`config.mk`:
```
export PLATFORM = sky130hd
export DESIGN_NAME = ordered_list_engine
export DESIGN_NICKNAME = d
export VERILOG_FILES = /design/src/rtl/olist_pkg.sv /design/src/rtl/ordered_list_engine.sv /design/src/rtl/olist_cell.sv
export SDC_FILE = /design/constraint.sdc
export NUM_CORES = 2
export LEC_CHECK = 0
export BUFFER_PORTS_ARGS = -buffer_cell sky130_fd_sc_hd__buf_4
export CORE_ASPECT_RATIO = 1.4
export CORE_UTILIZATION = 35
export CTS_CLUSTER_DIAMETER = 40
export DETAILED_ROUTE_END_ITERATION = 16
export HOLD_SLACK_MARGIN = 0.02
export SYNTH_ARGS = -nofsm -noshare
export SYNTH_HDL_FRONTEND = slang
export SYNTH_HIERARCHICAL = 1
export SYNTH_SLANG_ARGS = --single-unit
```
`constraint.sdc`:
```
create_clock -name clock -period 22.8 [get_ports clock]
set_clock_uncertainty 0.15 [all_clocks]
set_input_delay 4.56 -clock clock [delete_from_list [all_inputs] [get_ports clock]]
set_output_delay 4.56 -clock clock [all_outputs]
set_load 0.05 [all_outputs]
```
`src/rtl/olist_pkg.sv`:
```
package olist_pkg;

   localparam int unsigned OLIST_DEPTH       = 16;
   localparam int unsigned OLIST_VALUE_WIDTH = 32;

   // field widths of the stream payloads
   localparam int unsigned REQ_OP_WIDTH    = 3;
   localparam int unsigned REQ_POS_WIDTH   = 16;
   localparam int unsigned REQ_VALUE_WIDTH = 32;
   localparam int unsigned RSP_STAT_WIDTH  = 3;
   localparam int unsigned RSP_COUNT_WIDTH = 5;

   // request kinds
   localparam logic [REQ_OP_WIDTH-1:0] OP_INS_POS  = 3'd0;
   localparam logic [REQ_OP_WIDTH-1:0] OP_INS_HEAD = 3'd1;
   localparam logic [REQ_OP_WIDTH-1:0] OP_APPEND   = 3'd2;
   localparam logic [REQ_OP_WIDTH-1:0] OP_DELETE   = 3'd3;
   localparam logic [REQ_OP_WIDTH-1:0] OP_SEARCH   = 3'd4;

   // response status codes
   localparam logic [RSP_STAT_WIDTH-1:0] ST_OK       = 3'd0;
   localparam logic [RSP_STAT_WIDTH-1:0] ST_BADPOS   = 3'd1;
   localparam logic [RSP_STAT_WIDTH-1:0] ST_NOTFOUND = 3'd2;
   localparam logic [RSP_STAT_WIDTH-1:0] ST_EMPTY    = 3'd3;
   localparam logic [RSP_STAT_WIDTH-1:0] ST_FULL     = 3'd4;

   // per-cycle command broadcast to every cell
   typedef struct packed {
      logic capture;   // register the compare result against the incoming value
      logic insert;    // open a slot at ins_pos and write the value there
      logic remove;    // close the slot of the first matching entry
   } olist_ctl_type;

endpackage

```
`src/rtl/ordered_list_engine.sv`:
```
// Ordered list engine: a chain of DEPTH cells, one list entry per cell, head at cell 0.
// Sequence: a request is accepted in S_IDLE, where every cell captures its compare result;
//   the operation is then applied and its result registered in S_EXEC.
// No new request is taken until S_EXEC has finished with the previous one. Every cell compares
//   in the accept cycle and shifts in the execute cycle, so the cost of an operation does not
//   depend on DEPTH or entry count. An unread response holds the execute cycle and so the next request.
// Reset (synchronous, active high) empties the list and drops any pending result;
//   entry storage is not cleared, only the count.
module ordered_list_engine #(
   parameter int unsigned DEPTH       = olist_pkg::OLIST_DEPTH,
   parameter int unsigned VALUE_WIDTH = olist_pkg::OLIST_VALUE_WIDTH
) (
   input  logic        clock,
   input  logic        reset,
   // request stream
   input  logic        req_tvalid,
   output logic        req_tready,
   input  logic [47:0] req_tdata,   // [15:0] position (signed), [47:16] value (unsigned)
   input  logic [2:0]  req_tuser,   // [2:0] op
   // response stream
   output logic        rsp_tvalid,
   input  logic        rsp_tready,
   output logic [15:0] rsp_tdata    // [2:0] status, [3] found, [8:4] count, [15:9] zero
);
   import olist_pkg::*;

   localparam int unsigned CW = $clog2(DEPTH + 1);

   localparam logic [CW-1:0] FULL_COUNT = CW'(DEPTH);

   typedef enum logic {
      S_IDLE,   // waiting for a request; cells capture compare results on accept
      S_EXEC    // apply the operation once the response register is free
   } state_type;

   state_type                 state_ff, state_in;
   logic [REQ_OP_WIDTH-1:0]   op_ff, op_in;
   logic [REQ_POS_WIDTH-1:0]  pos_ff, pos_in;
   logic [VALUE_WIDTH-1:0]    value_ff, value_in;
   logic [CW-1:0]             count_ff, count_in;
   logic                      rsp_valid_ff, rsp_valid_in;
   logic [RSP_STAT_WIDTH-1:0] rsp_status_ff, rsp_status_in;
   logic                      rsp_found_ff, rsp_found_in;
   logic [RSP_COUNT_WIDTH-1:0] rsp_count_ff, rsp_count_in;

   logic                      req_fire;
   logic                      rsp_free;
   logic [VALUE_WIDTH-1:0]    req_value;
   olist_ctl_type             ctl;
   logic [CW-1:0]             ins_pos;
   logic                      any_match;
   logic                      is_full;
   logic                      is_empty;
   logic                      pos_bad;

   // chain wiring between neighboring cells
   logic [VALUE_WIDTH-1:0]    entry_w [DEPTH];
   logic [DEPTH:0]            seen_w;

   // request value, kept on its low VALUE_WIDTH bits (zero-extended if wider)
   generate
      if (VALUE_WIDTH <= REQ_VALUE_WIDTH) begin : g_val_trunc
         assign req_value = req_tdata[16 +: VALUE_WIDTH];
      end else begin : g_val_ext
         assign req_value = {{(VALUE_WIDTH - REQ_VALUE_WIDTH){1'b0}}, req_tdata[47:16]};
      end
   endgenerate

   assign req_tready = (state_ff == S_IDLE);
   assign req_fire   = req_tvalid && req_tready;
   assign rsp_free   = !rsp_valid_ff || rsp_tready;

   assign any_match = seen_w[DEPTH];
   assign is_full   = (count_ff == FULL_COUNT);
   assign is_empty  = (count_ff == '0);
   // negative, or beyond the current count
   assign pos_bad   = pos_ff[REQ_POS_WIDTH-1] ||
                      (pos_ff > REQ_POS_WIDTH'(count_ff));

   always_comb begin
      state_in      = state_ff;
      op_in         = op_ff;
      pos_in        = pos_ff;
      value_in      = value_ff;
      count_in      = count_ff;
      rsp_valid_in  = rsp_valid_ff && !rsp_tready;
      rsp_status_in = rsp_status_ff;
      rsp_found_in  = rsp_found_ff;
      rsp_count_in  = rsp_count_ff;
      ctl           = '0;
      ins_pos       = '0;

      case (state_ff)
         S_IDLE: begin
            if (req_fire) begin
               op_in       = req_tuser;
               pos_in      = req_tdata[15:0];
               value_in    = req_value;
               ctl.capture = 1'b1;
               state_in    = S_EXEC;
            end
         end
         S_EXEC: begin
            if (rsp_free) begin
               rsp_status_in = ST_OK;
               rsp_found_in  = 1'b0;
               case (op_ff)
                  OP_INS_POS: begin
                     ins_pos = pos_ff[CW-1:0];
                     if (pos_bad) begin
                        rsp_status_in = ST_BADPOS;
                     end else if (is_full) begin
                        rsp_status_in = ST_FULL;
                     end else begin
                        ctl.insert = 1'b1;
                        count_in   = count_ff + CW'(1);
                     end
                  end
                  OP_INS_HEAD: begin
                     ins_pos = '0;
                     if (is_full) begin
                        rsp_status_in = ST_FULL;
                     end else begin
                        ctl.insert = 1'b1;
                        count_in   = count_ff + CW'(1);
                     end
                  end
                  OP_APPEND: begin
                     ins_pos = count_ff;
                     if (is_full) begin
                        rsp_status_in = ST_FULL;
                     end else begin
                        ctl.insert = 1'b1;
                        count_in   = count_ff + CW'(1);
                     end
                  end
                  OP_DELETE: begin
                     if (is_empty) begin
                        rsp_status_in = ST_EMPTY;
                     end else if (!any_match) begin
                        rsp_status_in = ST_NOTFOUND;
                     end else begin
                        ctl.remove = 1'b1;
                        count_in   = count_ff - CW'(1);
                     end
                  end
                  OP_SEARCH: begin
                     if (is_empty) begin
                        rsp_status_in = ST_EMPTY;
                     end else if (any_match) begin
                        rsp_found_in = 1'b1;
                     end else begin
                        rsp_status_in = ST_NOTFOUND;
                     end
                  end
                  default: begin
                     // unused kinds: answer ok, list untouched
                  end
               endcase
               rsp_count_in = RSP_COUNT_WIDTH'(count_in);
               rsp_valid_in = 1'b1;
               state_in     = S_IDLE;
            end
         end
         default: begin
            state_in = S_IDLE;
         end
      endcase
   end

   always_ff @(posedge clock) begin
      if (reset) begin
         state_ff     <= S_IDLE;
         count_ff     <= '0;
         rsp_valid_ff <= 1'b0;
      end else begin
         state_ff     <= state_in;
         count_ff     <= count_in;
         rsp_valid_ff <= rsp_valid_in;
      end
      op_ff         <= op_in;
      pos_ff        <= pos_in;
      value_ff      <= value_in;
      rsp_status_ff <= rsp_status_in;
      rsp_found_ff  <= rsp_found_in;
      rsp_count_ff  <= rsp_count_in;
   end

   // cell chain: inserts shift right from the left neighbor, deletes pull from the right
   assign seen_w[0] = 1'b0;

   generate
      for (genvar i = 0; i < DEPTH; i++) begin : g_cell
         logic [VALUE_WIDTH-1:0] left_entry;
         logic [VALUE_WIDTH-1:0] right_entry;

         if (i == 0) begin : g_head
            assign left_entry = '0;
         end else begin : g_mid_l
            assign left_entry = entry_w[i-1];
         end

         if (i == DEPTH - 1) begin : g_tail
            assign right_entry = '0;
         end else begin : g_mid_r
            assign right_entry = entry_w[i+1];
         end

         olist_cell #(
            .DEPTH       (DEPTH),
            .VALUE_WIDTH (VALUE_WIDTH),
            .INDEX       (i)
         ) u_cell (
            .clock       (clock),
            .ctl         (ctl),
            .cmp_value   (req_value),
            .wr_value    (value_ff),
            .count       (count_ff),
            .ins_pos     (ins_pos),
            .left_entry  (left_entry),
            .right_entry (right_entry),
            .seen_in     (seen_w[i]),
            .seen_out    (seen_w[i+1]),
            .entry       (entry_w[i])
         );
      end
   endgenerate

   assign rsp_tvalid = rsp_valid_ff;
   assign rsp_tdata  = {7'b0, rsp_count_ff, rsp_found_ff, rsp_status_ff};

endmodule

```
`src/rtl/olist_cell.sv`:
```
module olist_cell #(
   parameter int unsigned DEPTH       = olist_pkg::OLIST_DEPTH,
   parameter int unsigned VALUE_WIDTH = olist_pkg::OLIST_VALUE_WIDTH,
   parameter int unsigned INDEX       = 0,
   localparam int unsigned CW         = $clog2(DEPTH + 1)
) (
   input  logic                       clock,
   input  olist_pkg::olist_ctl_type   ctl,
   input  logic [VALUE_WIDTH-1:0]     cmp_value,
   input  logic [VALUE_WIDTH-1:0]     wr_value,
   input  logic [CW-1:0]              count,
   input  logic [CW-1:0]              ins_pos,
   input  logic [VALUE_WIDTH-1:0]     left_entry,
   input  logic [VALUE_WIDTH-1:0]     right_entry,
   input  logic                       seen_in,
   output logic                       seen_out,
   output logic [VALUE_WIDTH-1:0]     entry
);
   import olist_pkg::*;

   localparam logic [CW-1:0] MY_INDEX = CW'(INDEX);

   logic [VALUE_WIDTH-1:0] entry_ff, entry_in;
   logic                   match_ff, match_in;

   // match only counts for live entries
   assign match_in = (entry_ff == cmp_value) && (MY_INDEX < count);

   always_comb begin
      entry_in = entry_ff;
      if (ctl.insert) begin
         if (MY_INDEX > ins_pos) begin
            entry_in = left_entry;
         end else if (MY_INDEX == ins_pos) begin
            entry_in = wr_value;
         end
      end else if (ctl.remove && (seen_in || match_ff)) begin
         entry_in = right_entry;
      end
   end

   always_ff @(posedge clock) begin
      entry_ff <= entry_in;
      if (ctl.capture) begin
         match_ff <= match_in;
      end
   end

   // running "a match sits at or left of here"
   assign seen_out = seen_in | match_ff;
   assign entry    = entry_ff;

endmodule
```
==> impl_metrics.ini <==
[power_and_ir_drop]
ir_drop_mv = 0.0509
p_leak_uw = 0.0165
power_density_nw_per_um2 = 70.7
total_power_uw = 2820

[drt]
routed_wl_mm = 114
drt_first_pass_iters = 7
ant_nets = 0
drc_errors = 0
avgViaCountPerCell = 5.28
wl_per_cell_um = 24.8
num_vias = 24300
drt-initial-drc-count = 1962

[synthesis]
synth_edf_count = 588
synth_area_um2 = 35800
synth-seq-cells = 595
async_reset_ff_share_pct = 0
synth_cell_types = 74
ys_warn_count = 6
synth.avg_cell_area_um2 = 11.3
ys_seq_area_share_pct = 49.7
synthFlopType = edfxtp_1
postSynthCellCount = 3179

[floorplanning]
fp.dieW_um = 272
start_util_pct = 35.4
rows = 138
dieHeight_um = 380
ios = 73
core_area_um2 = 101000
die_area_um2 = 104000

[worst_setup_path]
crit_type = primary input to flop
path_max_fanout = 261
worst_path_largest_cell_delay_ps = 770
required_ps = 22970
start_kind = primary input
cp.depth = 11
cp_top_family = buffers and inverters
reg2reg_depth = 21
crit_chain = buf_4, nand2b_1, nand2_1, inv_1, nand2_1, or3_1, nor2b_4, buf_4, buf_12, buf_12, a21oi_1
crit_path_end_kind = flop
crit_slowest_cell = buf_12
crit_arrival_ps = 9060
path_buf_inv = 5

[placed_design]
gp_congestion = 0.931
post-dp-hpwl_mm = 85.1
io_buffer_count = 65
pre_cts_ws_ps = 13480

[final_layout]
drive_gt1_share_pct = 10.0
n_antenna_cell = 0
nNetsFinal = 3288
area_delta_synth_final_pct = 11.4

[clock_tree]
clk_pin_slew_ps = 60
clock-sinks = 595
cts.path.max_buffers = 3
cts-root-buf = clkbuf_16
cts_resized = 0
tritoncts = built
postCtsHoldBufs = 0
postCtsSetupBuffers = 0
clock_latency_ps = 640
cts_buffers = 72
htree_num_levels = 3

[sta]
rsz0062_at_grt = no
setup_viol = 0
worst_pin_slew_ps = 1200
drv_slew = 0
min_period_over_period_pct = 39.0
hold_viol = 0
whs_ps = 354
setup_tns_ps = 0
slew-limit-headroom_pct = 20.3
layout_min_cycle_time_ps = 8890
timing.final.ws_setup_ps = 13910
fmax_ghz = 0.113

[grt]
grt_pass1_vias = 24100
grt-ovfl-total = 0
grt_max_degree = 262
grt_use_total_pct = 21.8
grt_antenna_before_repair = 4
grt_pass1_wl_mm = 166

[hold_path]
whs_path_depth = 2
hp-class = flop to flop

[flow_run]
maxCapViolCount = 0

[status]
status = complete, no violations
## logic make-up (layout without fill, tap and decap cells)
family | Yosys count | count (layout) | share of synthesized area (%)
buffers and inverters | 180 | 240 | 3.49
muxes | 520 | 520 | 14.7
other | 1 | 40 | 0.0105
AOI/OAI and AO/OA | 576 | 576 | 8.85
and+or+nand+nor | 783 | 783 | 10.4
xor gates and xnor gates | 517 | 517 | 12.7
DFF | 595 | 595 | 49.7
adders and majority gates | 7 | 7 | 0.245
## path summary, 6_finish.rpt
check	start	end	slack [ps]
min	rsp_tvalid$_SDFF_PP0_	rsp_tvalid$_SDFF_PP0_	350
max	rsp_tready	g_cell[7].u_cell/entry[4]$_DFFE_PP_	13910
min reg2reg	rsp_tvalid$_SDFF_PP0_	rsp_tvalid$_SDFF_PP0_	350
max reg2reg	g_cell[0].u_cell/match_ff$_DFFE_PP_	rsp_count_ff[1]$_DFFE_PP_	16280
## layer usage
metal	global-route usage (%)	wire, µm	vias to the layer above
met3	2.45	3790	268
li1	-	-	11800
met5	0	0	-
met1	23.8	42200	11500
met2	37.3	56900	698
met4	18.9	11200	0
## Yosys cell counts (4+ instances only)
cell type,n,share of area (%)
a21oi_1,490,6.9
a31oi_1,9,0.16
buf_1,10,0.10
buf_12,9,0.50
buf_2,13,0.18
buf_4,8,0.17
buf_6,10,0.31
buf_8,27,1.1
clkbuf_1,92,0.96
dfxtp_1,7,0.39
edfxtp_1,588,49
ha_1,7,0.24
inv_1,11,0.12
mux2_2,32,1.0
mux2i_1,488,14
nand2_1,34,0.36
nand3_1,24,0.34
nand4_1,42,0.73
nor2_1,495,5.2
nor2b_1,4,0.070
nor3_1,22,0.31
nor4_1,101,1.8
nor4_2,13,0.45
o211ai_1,4,0.084
o21ai_0,31,0.43
or2_2,18,0.31
or3_1,4,0.070
or4_1,4,0.084
xnor2_1,94,2.3
xor2_1,423,10
## worst register-to-register path: stages, from the launching register on
cell	delay [ps]
edfxtp_1	350
or2_2	310
or2_2	290
or2_2	290
or2_2	290
or2_2	300
or2_2	300
or2_2	300
or2_2	300
or2_2	300
or2_2	280
or2_2	290
or2_2	280
or2_2	300
or2_2	300
or2_2	280
or2_2	390
nand2_4	140
mux2i_1	230
o221ai_2	110
a311oi_1	390
a21oi_1	80
## power by group
group / switching, µW / internal, µW
logic: 211 / 101
registers: 50.7 / 1250
clock network: 484 / 715
## through the flow
step                util, %  cells  cell area [µm²]
floorplan                 -   3218            35900
global placement       37.0   4482            37400
detailed placement     37.0   4482            37400
CTS                    39.4   4608            39900
global route           39.4   4608            39900
finish                 39.4   4608            39900
## state kept, by name (all words and copies together) (netlist names)
name                    cells
count_ff                    5
rsp_status_ff               3
value_ff                   32
pos_ff                     16
rsp_count_ff                5
g_cell.u_cell/entry       512
state_ff                    1
rsp_tvalid                  1
g_cell.u_cell/match_ff     16
op_ff                       3
rsp_found_ff                1
## cells in the final DEF (no fill, tap or decap), drive strengths merged, types with 5 or more instances in the layout
cell type / instances
edfxtp: 588
nor2: 498
a21oi: 492
mux2i: 488
xor2: 423
nor4: 116
buf: 103
xnor2: 94
clkbuf: 84
nand4: 42
conb: 40
nand2: 36
o21ai: 34
mux2: 32
nor3: 25
nand3: 24
clkinv: 23
or2: 19
inv: 18
a31oi: 11
bufinv: 9
ha: 7
dfxtp: 7
or4: 5
## final cells by class
cell class	count	area (µm²)
clock inverters	42	489
flip-flops and latches	595	17800
repair buffers	103	823
well taps	1330	1660
inverters	11	41.3
fillers	10000	61300
multi-input cells	2443	17100
clock buffers	84	1940
(Power assumes the default switching activity.)
